--- src/rtl/dq_pkg.sv ---
// shared types and constants for the double-ended queue
package dq_pkg;

    localparam int VALUE_W     = 32;
    localparam int COUNT_OUT_W = 5;
    localparam int MODE_W      = 2;
    localparam int IN_TDATA_W  = 40;
    localparam int OUT_TDATA_W = 72;

    typedef enum logic [MODE_W-1:0] {
        MODE_PUSH_BACK  = 2'd0,
        MODE_PUSH_FRONT = 2'd1,
        MODE_POP_FRONT  = 2'd2,
        MODE_POP_BACK   = 2'd3
    } t_dq_mode;

    typedef enum logic {
        ST_IDLE,
        ST_FINISH
    } t_dq_state;

    typedef struct packed {
        logic exec;
        logic load;
    } t_dq_cmd;

    typedef struct packed {
        logic out_free;
    } t_dq_sts;

endpackage

--- src/rtl/dq_ram.sv ---
// generic single-write single-read ram with registered read
module dq_ram #(
    parameter int WIDTH = 32,
    parameter int DEPTH = 16,
    localparam int AW = $clog2(DEPTH)
) (
    input  logic             i_clk,
    input  logic             i_wr_en,
    input  logic [AW-1:0]    i_wr_addr,
    input  logic [WIDTH-1:0] i_wr_data,
    input  logic             i_rd_en,
    input  logic [AW-1:0]    i_rd_addr,
    output logic [WIDTH-1:0] o_rd_data
);

    logic [WIDTH-1:0] r_mem [DEPTH];
    logic [WIDTH-1:0] r_rd_data;

    always_ff @(posedge i_clk) begin
        if (i_wr_en) begin
            r_mem[i_wr_addr] <= i_wr_data;
        end
        if (i_rd_en) begin
            r_rd_data <= r_mem[i_rd_addr];
        end
    end

    assign o_rd_data = r_rd_data;

endmodule

--- src/rtl/dq_ctrl.sv ---
// controller state machine for the double-ended queue
module dq_ctrl (
    input  logic            i_clk,
    input  logic            i_rst_n,
    input  logic            i_s_tvalid,
    output logic            o_s_tready,
    input  dq_pkg::t_dq_sts i_sts,
    output dq_pkg::t_dq_cmd o_cmd
);

    import dq_pkg::*;

    t_dq_state r_state;
    t_dq_state n_state;

    always_ff @(posedge i_clk) begin
        if (!i_rst_n) begin
            r_state <= ST_IDLE;
        end else begin
            r_state <= n_state;
        end
    end

    always_comb begin
        n_state = r_state;
        case (r_state)
            ST_IDLE: begin
                if (i_s_tvalid) begin
                    n_state = ST_FINISH;
                end
            end
            ST_FINISH: begin
                if (i_sts.out_free) begin
                    n_state = ST_IDLE;
                end
            end
            default: n_state = ST_IDLE;
        endcase
    end

    always_comb begin
        o_s_tready = 1'b0;
        o_cmd      = '0;
        case (r_state)
            ST_IDLE: begin
                o_s_tready = 1'b1;
                o_cmd.exec = i_s_tvalid;
            end
            ST_FINISH: begin
                o_cmd.load = i_sts.out_free;
            end
            default: begin
                o_s_tready = 1'b0;
            end
        endcase
    end

    a_exec_only_idle: assert property (@(posedge i_clk) disable iff (!i_rst_n)
        o_cmd.exec |=> r_state == ST_FINISH)
        else $error("exec did not lead to finish");

    a_no_exec_and_load: assert property (@(posedge i_clk) disable iff (!i_rst_n)
        !(o_cmd.exec && o_cmd.load))
        else $error("exec and load in one cycle");

    a_load_returns_idle: assert property (@(posedge i_clk) disable iff (!i_rst_n)
        o_cmd.load |=> o_s_tready)
        else $error("load did not return to idle");

endmodule

--- src/rtl/dq_datapath.sv ---
// index, count, cached end values, ring memory and result register
module dq_datapath #(
    parameter int DEPTH = 16
) (
    input  logic                          i_clk,
    input  logic                          i_rst_n,
    input  dq_pkg::t_dq_cmd               i_cmd,
    output dq_pkg::t_dq_sts               o_sts,
    input  dq_pkg::t_dq_mode              i_mode,
    input  logic signed [31:0]            i_push_value,
    input  logic                          i_m_tready,
    output logic                          o_m_tvalid,
    output logic signed [31:0]            o_front_value,
    output logic signed [31:0]            o_back_value,
    output logic [4:0]                    o_entry_count,
    output logic                          o_underflow,
    output logic                          o_overflow
);

    import dq_pkg::*;

    localparam int AW = $clog2(DEPTH);
    localparam int CW = $clog2(DEPTH + 1);

    function automatic logic [AW-1:0] idx_inc(input logic [AW-1:0] x);
        logic [AW-1:0] y;
        y = (x == AW'(DEPTH - 1)) ? '0 : x + AW'(1);
        return y;
    endfunction

    function automatic logic [AW-1:0] idx_dec(input logic [AW-1:0] x);
        logic [AW-1:0] y;
        y = (x == '0) ? AW'(DEPTH - 1) : x - AW'(1);
        return y;
    endfunction

    logic [AW-1:0]        r_front_idx;
    logic [AW-1:0]        r_back_idx;
    logic [CW-1:0]        r_count;
    logic [VALUE_W-1:0]   r_front_val;
    logic [VALUE_W-1:0]   r_back_val;
    logic                 r_rd_pend;
    logic                 r_rd_front;
    logic                 r_under;
    logic                 r_over;

    logic                 r_out_valid;
    logic [VALUE_W-1:0]   r_out_front;
    logic [VALUE_W-1:0]   r_out_back;
    logic [COUNT_OUT_W-1:0] r_out_count;
    logic                 r_out_under;
    logic                 r_out_over;

    logic                 w_push;
    logic                 w_full;
    logic                 w_empty;
    logic                 w_wr_en;
    logic [AW-1:0]        w_wr_addr;
    logic                 w_rd_en;
    logic [AW-1:0]        w_rd_addr;
    logic [VALUE_W-1:0]   w_rd_data;
    logic [VALUE_W-1:0]   w_front_res;
    logic [VALUE_W-1:0]   w_back_res;
    logic [CW+COUNT_OUT_W-1:0] w_count_ext;

    assign w_push  = (i_mode == MODE_PUSH_BACK) || (i_mode == MODE_PUSH_FRONT);
    assign w_full  = (r_count == CW'(DEPTH));
    assign w_empty = (r_count == '0);

    always_comb begin
        w_wr_addr = r_front_idx;
        if (!w_empty) begin
            w_wr_addr = (i_mode == MODE_PUSH_BACK) ? idx_inc(r_back_idx) : idx_dec(r_front_idx);
        end
    end

    assign w_wr_en   = i_cmd.exec && w_push && !w_full;
    assign w_rd_en   = i_cmd.exec && !w_push && (r_count > CW'(1));
    assign w_rd_addr = (i_mode == MODE_POP_FRONT) ? idx_inc(r_front_idx) : idx_dec(r_back_idx);

    dq_ram #(
        .WIDTH (VALUE_W),
        .DEPTH (DEPTH)
    ) u_ring (
        .i_clk     (i_clk),
        .i_wr_en   (w_wr_en),
        .i_wr_addr (w_wr_addr),
        .i_wr_data (i_push_value),
        .i_rd_en   (w_rd_en),
        .i_rd_addr (w_rd_addr),
        .o_rd_data (w_rd_data)
    );

    // operation step
    always_ff @(posedge i_clk) begin
        if (!i_rst_n) begin
            r_front_idx <= '0;
            r_back_idx  <= '0;
            r_count     <= '0;
            r_rd_pend   <= 1'b0;
            r_rd_front  <= 1'b0;
            r_under     <= 1'b0;
            r_over      <= 1'b0;
        end else if (i_cmd.exec) begin
            r_under    <= !w_push && w_empty;
            r_over     <= w_push && w_full;
            r_rd_pend  <= w_rd_en;
            r_rd_front <= (i_mode == MODE_POP_FRONT);
            if (w_push && !w_full) begin
                r_count <= r_count + CW'(1);
                if (!w_empty) begin
                    if (i_mode == MODE_PUSH_BACK) begin
                        r_back_idx <= w_wr_addr;
                    end else begin
                        r_front_idx <= w_wr_addr;
                    end
                end
            end else if (!w_push && !w_empty) begin
                r_count <= r_count - CW'(1);
                if (r_count == CW'(1)) begin
                    r_front_idx <= '0;
                    r_back_idx  <= '0;
                end else if (i_mode == MODE_POP_FRONT) begin
                    r_front_idx <= w_rd_addr;
                end else begin
                    r_back_idx <= w_rd_addr;
                end
            end
        end
    end

    // cached end values
    always_ff @(posedge i_clk) begin
        if (i_cmd.exec && w_push && !w_full) begin
            if (w_empty) begin
                r_front_val <= i_push_value;
                r_back_val  <= i_push_value;
            end else if (i_mode == MODE_PUSH_BACK) begin
                r_back_val <= i_push_value;
            end else begin
                r_front_val <= i_push_value;
            end
        end else if (i_cmd.load) begin
            r_front_val <= w_front_res;
            r_back_val  <= w_back_res;
        end
    end

    always_comb begin
        w_front_res = (r_rd_pend && r_rd_front) ? w_rd_data : r_front_val;
        w_back_res  = (r_rd_pend && !r_rd_front) ? w_rd_data : r_back_val;
        if (r_count == '0) begin
            w_front_res = '0;
            w_back_res  = '0;
        end
    end

    assign w_count_ext = {{COUNT_OUT_W{1'b0}}, r_count};

    // result register
    always_ff @(posedge i_clk) begin
        if (!i_rst_n) begin
            r_out_valid <= 1'b0;
        end else if (i_cmd.load) begin
            r_out_valid <= 1'b1;
        end else if (i_m_tready) begin
            r_out_valid <= 1'b0;
        end
    end

    always_ff @(posedge i_clk) begin
        if (i_cmd.load) begin
            r_out_front <= w_front_res;
            r_out_back  <= w_back_res;
            r_out_count <= w_count_ext[COUNT_OUT_W-1:0];
            r_out_under <= r_under;
            r_out_over  <= r_over;
        end
    end

    assign o_sts.out_free = !r_out_valid || i_m_tready;
    assign o_m_tvalid     = r_out_valid;
    assign o_front_value  = r_out_front;
    assign o_back_value   = r_out_back;
    assign o_entry_count  = r_out_count;
    assign o_underflow    = r_out_under;
    assign o_overflow     = r_out_over;

    a_count_bound: assert property (@(posedge i_clk) disable iff (!i_rst_n)
        r_count <= CW'(DEPTH))
        else $error("entry count above depth");

    a_flags_exclusive: assert property (@(posedge i_clk) disable iff (!i_rst_n)
        r_out_valid |-> !(r_out_under && r_out_over))
        else $error("underflow and overflow together");

    a_underflow_set: assert property (@(posedge i_clk) disable iff (!i_rst_n)
        (i_cmd.exec && !w_push && w_empty) |=> r_under && r_count == '0)
        else $error("pop on empty not flagged");

    a_overflow_hold: assert property (@(posedge i_clk) disable iff (!i_rst_n)
        (i_cmd.exec && w_push && w_full) |=> r_over && r_count == CW'(DEPTH))
        else $error("push on full changed state");

endmodule

--- src/rtl/double_ended_queue_unit.sv ---
// top level of the bounded double-ended queue
//
//  channel   dir  handshake                          payload
//  s_axis    in   i_s_axis_tvalid / o_s_axis_tready  mode, push_value
//  m_axis    out  o_m_axis_tvalid / i_m_axis_tready  front, back, count, underflow, overflow
//
//  per transaction, the operation step updates indices and count and
//  writes or reads the ring memory, then the result is loaded into the output register
//  a separate result step is needed for the registered read of the ring memory on pops
//  reset clears indices, count and valid state; memory contents need no clearing
//  a new transaction is taken while a finished result still waits in the output register
//  the result step stalls while the output register is full and not taken
module double_ended_queue_unit #(
    parameter int DEPTH = 16
) (
    input  logic        i_clk,
    input  logic        i_rst_n,
    input  logic        i_s_axis_tvalid,
    output logic        o_s_axis_tready,
    // [1:0] mode, [33:2] push_value, [39:34] zero
    input  logic [39:0] i_s_axis_tdata,
    output logic        o_m_axis_tvalid,
    input  logic        i_m_axis_tready,
    // [31:0] front_value, [63:32] back_value, [68:64] entry_count,
    // [69] underflow, [70] overflow, [71] zero
    output logic [71:0] o_m_axis_tdata
);

    import dq_pkg::*;

    t_dq_cmd            w_cmd;
    t_dq_sts            w_sts;
    t_dq_mode           w_mode;
    logic signed [31:0] w_push_value;
    logic signed [31:0] w_front_value;
    logic signed [31:0] w_back_value;
    logic [4:0]         w_entry_count;
    logic               w_underflow;
    logic               w_overflow;

    assign w_mode       = t_dq_mode'(i_s_axis_tdata[1:0]);
    assign w_push_value = i_s_axis_tdata[33:2];

    dq_ctrl u_ctrl (
        .i_clk      (i_clk),
        .i_rst_n    (i_rst_n),
        .i_s_tvalid (i_s_axis_tvalid),
        .o_s_tready (o_s_axis_tready),
        .i_sts      (w_sts),
        .o_cmd      (w_cmd)
    );

    dq_datapath #(
        .DEPTH (DEPTH)
    ) u_datapath (
        .i_clk         (i_clk),
        .i_rst_n       (i_rst_n),
        .i_cmd         (w_cmd),
        .o_sts         (w_sts),
        .i_mode        (w_mode),
        .i_push_value  (w_push_value),
        .i_m_tready    (i_m_axis_tready),
        .o_m_tvalid    (o_m_axis_tvalid),
        .o_front_value (w_front_value),
        .o_back_value  (w_back_value),
        .o_entry_count (w_entry_count),
        .o_underflow   (w_underflow),
        .o_overflow    (w_overflow)
    );

    assign o_m_axis_tdata = {1'b0, w_overflow, w_underflow, w_entry_count,
                             w_back_value, w_front_value};

endmodule
--- config.mk ---
export PLATFORM = sky130hd
export DESIGN_NAME = double_ended_queue_unit
export DESIGN_NICKNAME = d
export VERILOG_FILES = /design/src/rtl/dq_pkg.sv /design/src/rtl/dq_ram.sv /design/src/rtl/dq_ctrl.sv /design/src/rtl/dq_datapath.sv /design/src/rtl/double_ended_queue_unit.sv
export SDC_FILE = /design/constraint.sdc
export NUM_CORES = 1
export LEC_CHECK = 0
export BUFFER_PORTS_ARGS = -buffer_cell sky130_fd_sc_hd__buf_2
export CORE_MARGIN = 10
export CORE_UTILIZATION = 56
export CTS_BUF_LIST = sky130_fd_sc_hd__clkbuf_4
export DETAILED_ROUTE_END_ITERATION = 16
export HOLD_SLACK_MARGIN = 0.05
export MAX_ROUTING_LAYER = met4
export PLACE_DENSITY = 0.76
export SLEW_MARGIN = 10
export SYNTH_ARGS = -nofsm -noshare
export SYNTH_HDL_FRONTEND = slang
export SYNTH_SLANG_ARGS = --single-unit
export TNS_END_PERCENT = 100
--- constraint.sdc ---
create_clock -name i_clk -period 4.85 [get_ports i_clk]
set_input_delay 0.97 -clock i_clk [delete_from_list [all_inputs] [get_ports i_clk]]
set_output_delay 0.97 -clock i_clk [all_outputs]
set_load 0.03 [all_outputs]
==> flow_summary.json, run 1 <==
{
  "clock_latency_ns": 0.87,
  "endpoint": "u_datapath.u_ring.r_mem[3][24]$_DFFE_PP_",
  "crit_slowest_cell": "nor2_4",
  "core_region_area_um2": 49970,
  "path_clk_slew_ns": 0.06,
  "critical-path-top-delay-family": "simple AND/OR/NAND/NOR gates",
  "finalSetupViolations": 0,
  "cp_num_cells": 9,
  "antenna_left": 0,
  "fill_cells": 3579,
  "clkSinkCount": 698,
  "max_stage_delay_ns": 0.56,
  "first_global_vias": 17561,
  "max_cap_violations": 0,
  "rsz0062_at_grt": "no",
  "p_per_area_nw_per_um2": 474.7,
  "use_met2_pct": 33.57,
  "switchingPower_mw": 4.531,
  "drive_above_1_share_pct": 19.23,
  "die_area_um2": 59830,
  "slew_headroom_pct": 27.45,
  "timing.rr.start": "u_datapath.r_count[0]$_SDFFE_PN0P_",
  "endpoint_kind": "flip-flop",
  "timing.rr.end": "u_datapath.u_ring.r_mem[3][24]$_DFFE_PP_",
  "post-route-cell-area_um2": 31870,
  "cts_root_buf": "clkbuf_4",
  "synth-main-ff-cell": "edfxtp_1",
  "cp.arrival_ns": 4.15,
  "postCtsHoldBufs": 0,
  "post-cts-setup-buffers": 0,
  "synthCells": 2095,
  "grt_max_degree": 91,
  "critPathBufInv": 2,
  "vias": 17661,
  "skew_ns": 0.04831,
  "crit_start": "u_datapath.r_count[0]$_SDFFE_PN0P_",
  "setup_slack_ns": 1.227,
  "ioPinCount": 118,
  "min_path_type": "in -> reg",
  "clkPwrFrac_pct": 30.1,
  "slew_violations": 0,
  "drtPass1Iterations": 5,
  "status": "finished, final reports clean",
  "fin_nets": 2340,
  "critPathRequiredTime_ns": 5.38,
  "portBuffers": 110,
  "antenna_found_initial": 6,
  "synth-edff-count": 679,
  "finalCriticalPeriod_ns": 3.623,
  "placed_cell_area_um2": 29820,
  "total_power_mw": 15.13,
  "layout_worst_path_cycle_share_pct": 74.71,
  "share_comb_of_total_power_pct": 21.1,
  "ys_seq_elements": 698,
  "tightest_slew_ns": 1.088,
  "crit_type": "reg -> reg",
  "power_frac_seq_pct": 48.9,
  "gp_congestion": 0.8516,
  "die_width_um": 244.6,
  "crit_fanout": 19,
  "place_ws_ns": 1.019,
  "crit_chain": "inv_1, ha_1, nor4bb_1, nor2_1, nand2_1, nor2_1, nand2_1, nor2_4, buf_12",
  "whs_ns": 0.4161,
  "cts_tree": "built",
  "drt-initial-drc-count": 1678,
  "fin_util_pct": 63.78,
  "hold_violations": 0,
  "cts_max_level": 4,
  "drc": 0,
  "grt.busiest_layer": "met2",
  "wl_um": 63680,
  "synth_area_um2": 28250,
  "clock_path_buffers": 3,
  "p_int_mw": 10.60,
  "reg2regPathDepth": 9,
  "synth_cell_types": 60,
  "cp-start-kind": "flip-flop",
  "max_clock_freq_mhz": 276.0,
  "synth_warnings": 0,
  "area_growth_pct": 12.81,
  "leakage_nw": 12.02,
  "syn_area_per_cell_um2": 13.48,
  "cts_resized": 0,
  "wl_per_cell_um": 20.68,
  "synth_async_sr_flop_share_pct": 0,
  "met3_usage_pct": 4.894,
  "syn_nets": 2147,
  "p_sw_share_pct": 29.96,
  "grt_use_met1_pct": 27.62,
  "vias_per_cell": 5.736,
  "rows": 82,
  "grt_pass1_wl_um": 98000,
  "grtUsageTotal_pct": 21.69,
  "synth_seq_area_share_pct": 73.53,
  "setup_tns_ns": 0,
  "peakVddDrop_v": 0.0002206,
  "die_y_um": 244.6,
  "stdcell_count": 3079,
  "numCtsBuffers": 164,
  "r2r_setup_slack_ns": 1.23,
  "initial_core_util_pct": 56.54,
  "dp_hpwl_um": 37340,
  "dp.cells": 2794,
  "grt-ovfl-total": 0
}
-- cells in the final DEF (no fill, tap or decap), types with 5 or more instances in the layout --
cell	instances
inv_1	9
diode_2	5
nand3_1	190
o31ai_1	35
a32oi_1	19
mux2i_1	135
o21ai_0	17
clkbuf_4	229
clkinv_2	6
clkinv_1	35
o221ai_1	19
o221ai_2	10
dfxtp_1	19
edfxtp_1	679
a21oi_1	53
nor2_1	49
buf_4	29
nor3_1	5
a32oi_2	10
nand2_1	606
nand2b_1	5
nor2_4	20
ha_1	8
nor2b_1	7
buf_2	110
buf_12	17
-- layout make-up --
cell class,instances,area [um2],area share [%]
diodes,5,12.51,0.03926
clock buffers,229,1719,5.395
clock inverters,51,315.3,0.9894
inverters,10,37.54,0.1178
multi-input cells,1258,7063,22.16
flip-flops and latches,698,20770,65.18
well taps,672,840.8,2.639
repair buffers,156,1109,3.479
-- how the worst min path moves through the flow --
stage | slack, ns | from | end | depth (start not counted)
after global routing | 0.37 | i_s_axis_tvalid | u_ctrl.r_state$_SDFF_PN0_ | 3
after detailed placement | 0.44 | u_datapath.r_over$_SDFFE_PN0P_ | u_datapath.o_overflow$_DFFE_PP_ | 0
final | 0.42 | i_s_axis_tvalid | u_ctrl.r_state$_SDFF_PN0_ | 3
after global placement | 0.43 | u_datapath.r_under$_SDFFE_PN0P_ | u_datapath.o_underflow$_DFFE_PP_ | 0
after floorplan | 0.41 | u_datapath.r_count[2]$_SDFFE_PN0P_ | u_datapath.o_entry_count[2]$_DFFE_PP_ | 0
after CTS | 0.34 | i_s_axis_tvalid | u_ctrl.r_state$_SDFF_PN0_ | 3
-- power groups by stage --
stage                     registers, mW  logic, mW  clock network, mW
after detailed placement           7.52       3.15                  0
final                              7.39       3.19               4.55
after global placement             7.49       3.06                  0
after global routing               7.42       3.48               4.96
after CTS                          7.39       3.17               4.63
after floorplan                    7.62       2.02                  0
-- synth_stat cells (8+ instances only) --
master | n | area share, %
mux2i_1 | 135 | 4.8
a32oi_1 | 19 | 0.59
o21ai_0 | 17 | 0.30
nand3_1 | 190 | 3.4
ha_1 | 8 | 0.35
nor2b_1 | 8 | 0.18
buf_1 | 13 | 0.17
o221ai_1 | 19 | 0.59
o221ai_2 | 10 | 0.53
a32oi_2 | 10 | 0.58
buf_2 | 41 | 0.73
nand2_1 | 607 | 8.1
edfxtp_1 | 679 | 72
o31ai_1 | 35 | 0.93
nor2_1 | 68 | 0.90
dfxtp_1 | 19 | 1.3
a21oi_1 | 54 | 0.96
inv_1 | 9 | 0.12
clkbuf_1 | 65 | 0.86
-- registers in the layout, summed over array words and instances, names as in the netlist --
register                     cells
u_datapath.o_back_value         32
u_datapath.r_back_idx            4
u_datapath.u_ring.r_mem        512
u_datapath.r_under               1
u_datapath.o_underflow           1
u_datapath.r_back_val           32
u_datapath.r_count               5
u_datapath.r_front_val          32
u_ctrl.r_state                   1
u_datapath.o_overflow            1
u_datapath.r_over                1
u_datapath.r_rd_pend             1
u_datapath.o_front_value        32
u_datapath.o_m_tvalid            1
u_datapath.u_ring.o_rd_data     32
u_datapath.r_rd_front            1
u_datapath.o_entry_count         5
u_datapath.r_front_idx           4
-- per-layer routing --
layer  routed length (um)  part of all wire [%]  up-vias
li1                     -                     -     8179
met1                25830                    41     8486
met2                30630                    48      891
met3                 5909                   9.3      105
met4                 1307                   2.1        0
met5                    0                     0        -
-- cells by family after synthesis --
logic type / Yosys count / share of synthesized area [%]
other: 1 / 0.01328
adders and majority gates: 8 / 0.3544
buffers and inverters: 139 / 2.228
xor gates and xnor gates: 7 / 0.2170
AOI/OAI and AO/OA: 197 / 5.408
DFF: 698 / 73.53
muxes: 138 / 4.903
and+or+nand+nor: 907 / 13.35
-- worst reg2reg max path: stages, from the launching register on --
cell      delay, ns
dfxtp_1        0.48
inv_1          0.11
ha_1           0.26
nor4bb_1       0.16
nor2_1         0.50
nand2_1        0.42
nor2_1         0.26
nand2_1        0.27
nor2_4         0.56
buf_12         0.27
(Power assumes the default switching activity.)
==> inputs of run 2 (changes only) <==
--- a/config.mk
+++ b/config.mk
@@ -5,6 +5,7 @@
 export SDC_FILE = /design/constraint.sdc
 export NUM_CORES = 1
 export LEC_CHECK = 0
+export ABC_AREA = 1
 export BUFFER_PORTS_ARGS = -buffer_cell sky130_fd_sc_hd__buf_2
 export CORE_MARGIN = 10
 export CORE_UTILIZATION = 56
@@ -12,7 +13,7 @@
 export DETAILED_ROUTE_END_ITERATION = 16
 export HOLD_SLACK_MARGIN = 0.05
 export MAX_ROUTING_LAYER = met4
-export PLACE_DENSITY = 0.76
+export PLACE_DENSITY = 0.73
 export SLEW_MARGIN = 10
 export SYNTH_ARGS = -nofsm -noshare
 export SYNTH_HDL_FRONTEND = slang
==> constraint.sdc (replaced) <==
create_clock -name i_clk -period 3.5 [get_ports i_clk]
set_input_delay 0.7 -clock i_clk [delete_from_list [all_inputs] [get_ports i_clk]]
set_output_delay 0.7 -clock i_clk [all_outputs]
set_load 0.03 [all_outputs]
==> run 2 against run 1 <==
Effect of this change:
- utilization rose by 0.086 points
- count of clock-buffer cells in the layout rose by 5
- via count rose by 22%
- sequential share of layout area fell by 4.9 points
- power rose by 33%
- cell area rose by 8.1%
- first-iteration DRC count rose by 45%
- clock power rose by 46%
- highest routed layer unchanged
==> flow_summary.json, run 2 <==
{
  "critical-path-top-delay-family": "buffers and inverters",
  "die_y_um": 253.4,
  "initial_core_util_pct": 56.60,
  "cts_max_level": 4,
  "cp_num_cells": 9,
  "antenna_found_initial": 5,
  "layout_worst_path_cycle_share_pct": 81.78,
  "ys_seq_elements": 698,
  "cts_root_buf": "clkbuf_4",
  "post-cts-setup-buffers": 0,
  "total_power_mw": 20.10,
  "core_region_area_um2": 53920,
  "synth_async_sr_flop_share_pct": 0,
  "gp_congestion": 0.8326,
  "crit_chain": "inv_1, ha_1, xor2_1, o21ai_4, buf_4, buf_4, nand3_1, nand3_1, nand2_1",
  "cts_tree": "built",
  "first_global_vias": 20577,
  "syn_nets": 2855,
  "path_clk_slew_ns": 0.07,
  "yosys.area.top_type": "edfxtp_1",
  "whs_ns": 0.1725,
  "critPathRequiredTime_ns": 4.22,
  "portBuffers": 110,
  "cp.arrival_ns": 3.58,
  "grt-ovfl-total": 0,
  "slew_violations": 0,
  "max_cap_violations": 0,
  "yosysTopAreaCellShare_pct": 66.81,
  "cts_resized": 0,
  "vias": 21542,
  "drt-initial-drc-count": 2432,
  "synth-edff-count": 679,
  "synth-main-ff-cell": "edfxtp_1",
  "status": "finished, final reports clean",
  "synth_warnings": 0,
  "area_growth_pct": 12.84,
  "ioPinCount": 118,
  "wl_um": 73570,
  "wl_per_cell_um": 19.14,
  "grt_max_degree": 145,
  "reg2regPathDepth": 9,
  "synth_area_um2": 30520,
  "grtUsageTotal_pct": 23.55,
  "skew_ns": 0.05597,
  "synth_seq_area_share_pct": 68.06,
  "critPathBufInv": 3,
  "dp_hpwl_um": 41870,
  "finalSetupViolations": 0,
  "leakage_nw": 14.19,
  "cp-start-kind": "flip-flop",
  "clock_latency_ns": 1.01,
  "place_ws_ns": 0.3871,
  "clkSinkCount": 698,
  "max_stage_delay_ns": 0.58,
  "setup_slack_ns": 0.6376,
  "die_width_um": 253.4,
  "top_register": "u_datapath.u_ring.r_mem",
  "vias_per_cell": 5.604,
  "min_path_type": "in -> reg",
  "layout_commonest_cell": "edfxtp_1",
  "drtPass1Iterations": 6,
  "syn_area_per_cell_um2": 10.89,
  "grt_pass1_wl_um": 113200,
  "numCtsBuffers": 171,
  "postCtsHoldBufs": 34,
  "rsz0062_at_grt": "no",
  "largest_reg_flops": 512,
  "synth_area_leaders": "edfxtp_1 (67%), nand3_1 (8.8%), nand2_1 (7.8%), inv_1 (4.8%), nand3b_1 (3.1%)",
  "drc": 0,
  "crit_slowest_cell": "o21ai_4",
  "die_area_um2": 64230,
  "crit_fanout": 18,
  "hold_violations": 0,
  "synth_most_common_cell": "edfxtp_1",
  "slew_headroom_pct": 25.67,
  "clock_path_buffers": 3,
  "setup_tns_ns": 0,
  "endpoint_kind": "flip-flop",
  "max_clock_freq_mhz": 349.4,
  "antenna_left": 0,
  "synth_cell_types": 34,
  "rows": 85,
  "synthCells": 2803,
  "peakVddDrop_v": 0.0003170,
  "tightest_slew_ns": 1.115,
  "hold_depth": 1,
  "layout_common_cells": "edfxtp_1 (679), nand2_1 (630), nand3_1 (536)",
  "finalCriticalPeriod_ns": 2.862,
  "p_per_area_nw_per_um2": 583.7,
  "crit_type": "reg -> reg",
  "synth_common_cells": "edfxtp_1 (679), nand2_1 (632), nand3_1 (537)",
  "drive_above_1_share_pct": 15.05,
  "fin_nets": 3068
}
[run 2: changes by cell type after synthesis, sizes merged, moves of 30 or more]
cell | before | now
inv | 10 | 393
nand3 | 190 | 541
mux2i | 135 | 0
o21ai | 19 | 150
nand3b | 1 | 128
buf | 64 | 144
a21oi | 54 | 12
clkbuf | 65 | 25
o31ai | 35 | 0
nand2 | 607 | 637
[run 2: path summary, 6_finish.rpt]
check,to,startpoint,slack [ns]
setup reg to reg,u_datapath.u_ring.o_rd_data[13]$_DFFE_PP_,u_datapath.r_back_idx[0]$_SDFFE_PN0P_,0.64
setup / recovery,u_datapath.u_ring.o_rd_data[13]$_DFFE_PP_,u_datapath.r_back_idx[0]$_SDFFE_PN0P_,0.64
hold reg to reg,u_datapath.o_underflow$_DFFE_PP_,u_datapath.r_under$_SDFFE_PN0P_,0.42
hold / removal,u_datapath.u_ring.r_mem[6][31]$_DFFE_PP_,i_s_axis_tdata[33],0.17
[run 2: routing by layer]
metal	global-route usage, %	vias to the layer above	share of wire, %
li1	-	10049	-
met5	-	-	0
met4	8.947	0	2.3
met2	35.42	1060	47
met3	4.952	133	9.5
met1	31.19	10300	41
[run 2: cell families (layout without fill, tap and decap cells)]
logic type	Yosys count	after routing	share of synthesized area (%)
compound gates	167	167	2.792
xor+xnor	4	4	0.1148
fa+ha+maj	8	8	0.3280
buf+inv	562	902	7.872
flops	698	698	68.06
other cells	1	6	0.01229
simple gates	1363	1363	20.82
[run 2: layout make-up]
class | count | area, um2
well taps | 696 | 870.8
inverters | 393 | 1480
repair buffers | 209 | 1592
diodes | 5 | 12.51
clock buffers | 234 | 1757
fillers | 4069 | 19480
flip-flops and latches | 698 | 20770
multi-input cells | 1543 | 7552
clock inverters | 66 | 401.6
[run 2: metrics by stage]
step | utilization (%) | area [um2] | cells
after detailed placement | 59.21 | 31920 | 3505
final | 63.86 | 34440 | 3844
after floorplan | - | 30540 | 2803
after CTS | 63.84 | 34420 | 3839
after global placement | 59.21 | 31920 | 3505
after global routing | 63.86 | 34440 | 3844
[run 2: where the power goes]
part / internal, mW / switching [mW] / total, mW / leakage [nW]
clock: 3.47 / 3.19 / 6.66 / 1.28
combinational: 0.992 / 2.51 / 3.50 / 6.55
sequential: 9.80 / 0.143 / 9.94 / 6.37
[run 2: worst register-to-register path: stages, from the launching register on]
cell	delay, ns
dfxtp_1	0.47
inv_1	0.14
ha_1	0.25
xor2_1	0.18
o21ai_4	0.58
buf_4	0.44
buf_4	0.25
nand3_1	0.11
nand3_1	0.08
nand2_1	0.09
==> inputs of run 3 (changes only) <==
--- a/config.mk
+++ b/config.mk
@@ -13,7 +13,7 @@
 export DETAILED_ROUTE_END_ITERATION = 16
 export HOLD_SLACK_MARGIN = 0.05
 export MAX_ROUTING_LAYER = met4
-export PLACE_DENSITY = 0.73
+export PLACE_DENSITY = 0.76
 export SLEW_MARGIN = 10
 export SYNTH_ARGS = -nofsm -noshare
 export SYNTH_HDL_FRONTEND = slang
==> constraint.sdc (replaced) <==
create_clock -name i_clk -period 2.32 [get_ports i_clk]
set_input_delay 0.464 -clock i_clk [delete_from_list [all_inputs] [get_ports i_clk]]
set_output_delay 0.464 -clock i_clk [all_outputs]
set_load 0.03 [all_outputs]
==> run 3 against run 2 <==
Effect of this change:
- count of clock-buffer cells in the layout grew 26
- largest cell class unchanged
- hold slack better by 0.26 ns
- clock skew fell by 0.0087 ns
- largest power group unchanged
- critical path type unchanged
- cell area is 4.5% higher
- fmax grew 24%
- highest routed layer unchanged
- sequential power up 51%
==> flow_summary.json, run 3 (same netlist as run 2, synthesis figures left out) <==
{
  "dr_wl_met2_um": 37260,
  "cp.arrival_ns": 2.98,
  "rows": 85,
  "dr_wl_met3_um": 8628,
  "max_clock_freq_mhz": 433.8,
  "drc": 0,
  "crit_type": "reg -> reg",
  "cts_tree": "built",
  "timing.rr.start": "u_datapath.r_front_idx[0]$_SDFFE_PN0P_",
  "max_stage_delay_ns": 0.39,
  "initial_core_util_pct": 56.60,
  "die_y_um": 253.4,
  "gp_congestion": 0.9085,
  "antenna_found_initial": 5,
  "slew_violations": 0,
  "setup_slack_ns": 0.01481,
  "path_clk_slew_ns": 0.07,
  "slew_headroom_pct": 56.98,
  "first_global_vias": 21694,
  "area_growth_pct": 17.93,
  "crit_slowest_cell": "dfxtp_2",
  "wl_um": 77990,
  "cts_root_buf": "clkbuf_4",
  "drtPass1Iterations": 10,
  "grt_max_degree": 86,
  "peakVddDrop_v": 0.0004873,
  "p_per_area_nw_per_um2": 860.0,
  "tightest_slew_ns": 0.6453,
  "clock_path_buffers": 3,
  "max_cap_violations": 0,
  "min_path_type": "in -> reg",
  "wl_met1_um": 30330,
  "top_register": "u_datapath.u_ring.r_mem",
  "largest_reg_flops": 512,
  "hold_violations": 0,
  "finalCriticalPeriod_ns": 2.305,
  "top_layer": "met4",
  "cp-start-kind": "flip-flop",
  "vias_per_cell": 5.673,
  "post-route-cell-area_um2": 35990,
  "critPathBufInv": 6,
  "critical-path-top-delay-family": "buffers and inverters",
  "leakage_nw": 14.86,
  "rsz0062_at_grt": "yes",
  "vias": 22260,
  "finalSetupViolations": 0,
  "critPathMostFrequentCell": "buf_12",
  "cts_max_level": 4,
  "die_area_um2": 64230,
  "placed_cell_area_um2": 33060,
  "layout_commonest_cell": "edfxtp_1",
  "skew_ns": 0.04725,
  "drive_above_1_share_pct": 18.59,
  "layout_common_cells": "edfxtp_1 (679), nand2_1 (620), nand3_1 (532)",
  "numCtsBuffers": 172,
  "min_from": "i_s_axis_tdata[25]",
  "fin_nets": 3149,
  "critPathRequiredTime_ns": 2.99,
  "place_ws_ns": -0.07579,
  "die_width_um": 253.4,
  "crit_chain": "inv_4, ha_4, inv_1, o211ai_1, o21ai_2, inv_2, nand2_1, buf_12, nor2_4, buf_12, buf_4",
  "crit_fanout": 6,
  "crit_start": "u_datapath.r_front_idx[0]$_SDFFE_PN0P_",
  "antenna_left": 0,
  "drt-initial-drc-count": 2677,
  "core_region_area_um2": 53920,
  "clkSinkCount": 698,
  "grt_pass1_wl_um": 116900,
  "ioPinCount": 118,
  "layout_worst_path_cycle_share_pct": 99.36,
  "grt-ovfl-total": 0,
  "status": "finished, final reports clean",
  "clock_latency_ns": 1.00,
  "portBuffers": 110,
  "dp_hpwl_um": 45350,
  "endpoint_kind": "flip-flop",
  "wl_per_cell_um": 19.88,
  "grtUsageTotal_pct": 24.36
}
## run 3: cell types whose count changed in the layout (fill, tap and decap cells not counted), moves of 10 or more
cell      previous run  this run
nand2_2              3        13
clkbuf_4           234       260
buf_4               48        64
clkinv_1            44        31
nand2_1            630       620
buf_12              17        59
## run 3: report_power, final
group          switching [mW]  total, mW  internal, mW  leakage, nW
clock network            4.69       9.89          5.19         1.29
registers               0.207       15.0          14.8         6.37
logic                    4.08       6.07          1.99         7.20
total                    8.98       31.0          22.0         14.9
## run 3: path summary, 6_finish.rpt
kind | endpoint | slack [ns] | cells past startpoint
setup / recovery | u_datapath.u_ring.r_mem[8][31]$_DFFE_PP_ | 0.01 | 11
hold / removal | u_datapath.u_ring.r_mem[13][23]$_DFFE_PP_ | 0.43 | 2
setup reg to reg | u_datapath.u_ring.r_mem[8][31]$_DFFE_PP_ | 0.01 | 11
hold reg to reg | u_datapath.o_underflow$_DFFE_PP_ | 0.46 | 0
## run 3: repair_timing
action                                 4_1_cts  5_1_grt
gates cloned                                 0        7
gates resized for setup                      0       29
hold buffers                                39        0
setup endpoints to repair                    1      513
endpoints found under the hold margin      575        0
buffers inserted                             0        9
pin swaps                                    0        3
## run 3: routing by layer
metal	GRT usage [%]	up-vias
li1	-	10200
met1	30.79	10597
met2	37.30	1321
met3	6.018	142
met4	9.962	0
met5	-	-
## run 3: final cells by class
type / instances / area [um2]
Antenna cell: 5 / 12.51
Tap cell: 696 / 870.8
Sequential cell: 698 / 20780
Clock inverter: 40 / 183.9
Inverter: 393 / 1499
Clock buffer: 260 / 1952
Fill cell: 3794 / 17930
Timing Repair Buffer: 289 / 3004
Multi-Input combinational cell: 1543 / 7682
## run 3: stage by stage
stage               instances  setup TNS (ns)  hold slack (ns)  util (%)  total power [mW]
global placement         3564         -0.2053           0.4360     61.32             20.77
finish                   3924               0           0.4302     66.74             30.95
floorplan                2803          -49.40           0.4030         -             18.83
CTS                      3903       -0.008910           0.2929     66.00             30.87
global route             3924         -0.3983           0.3642     66.74             32.38
detailed placement       3564         -0.7785           0.4378     61.32             20.96
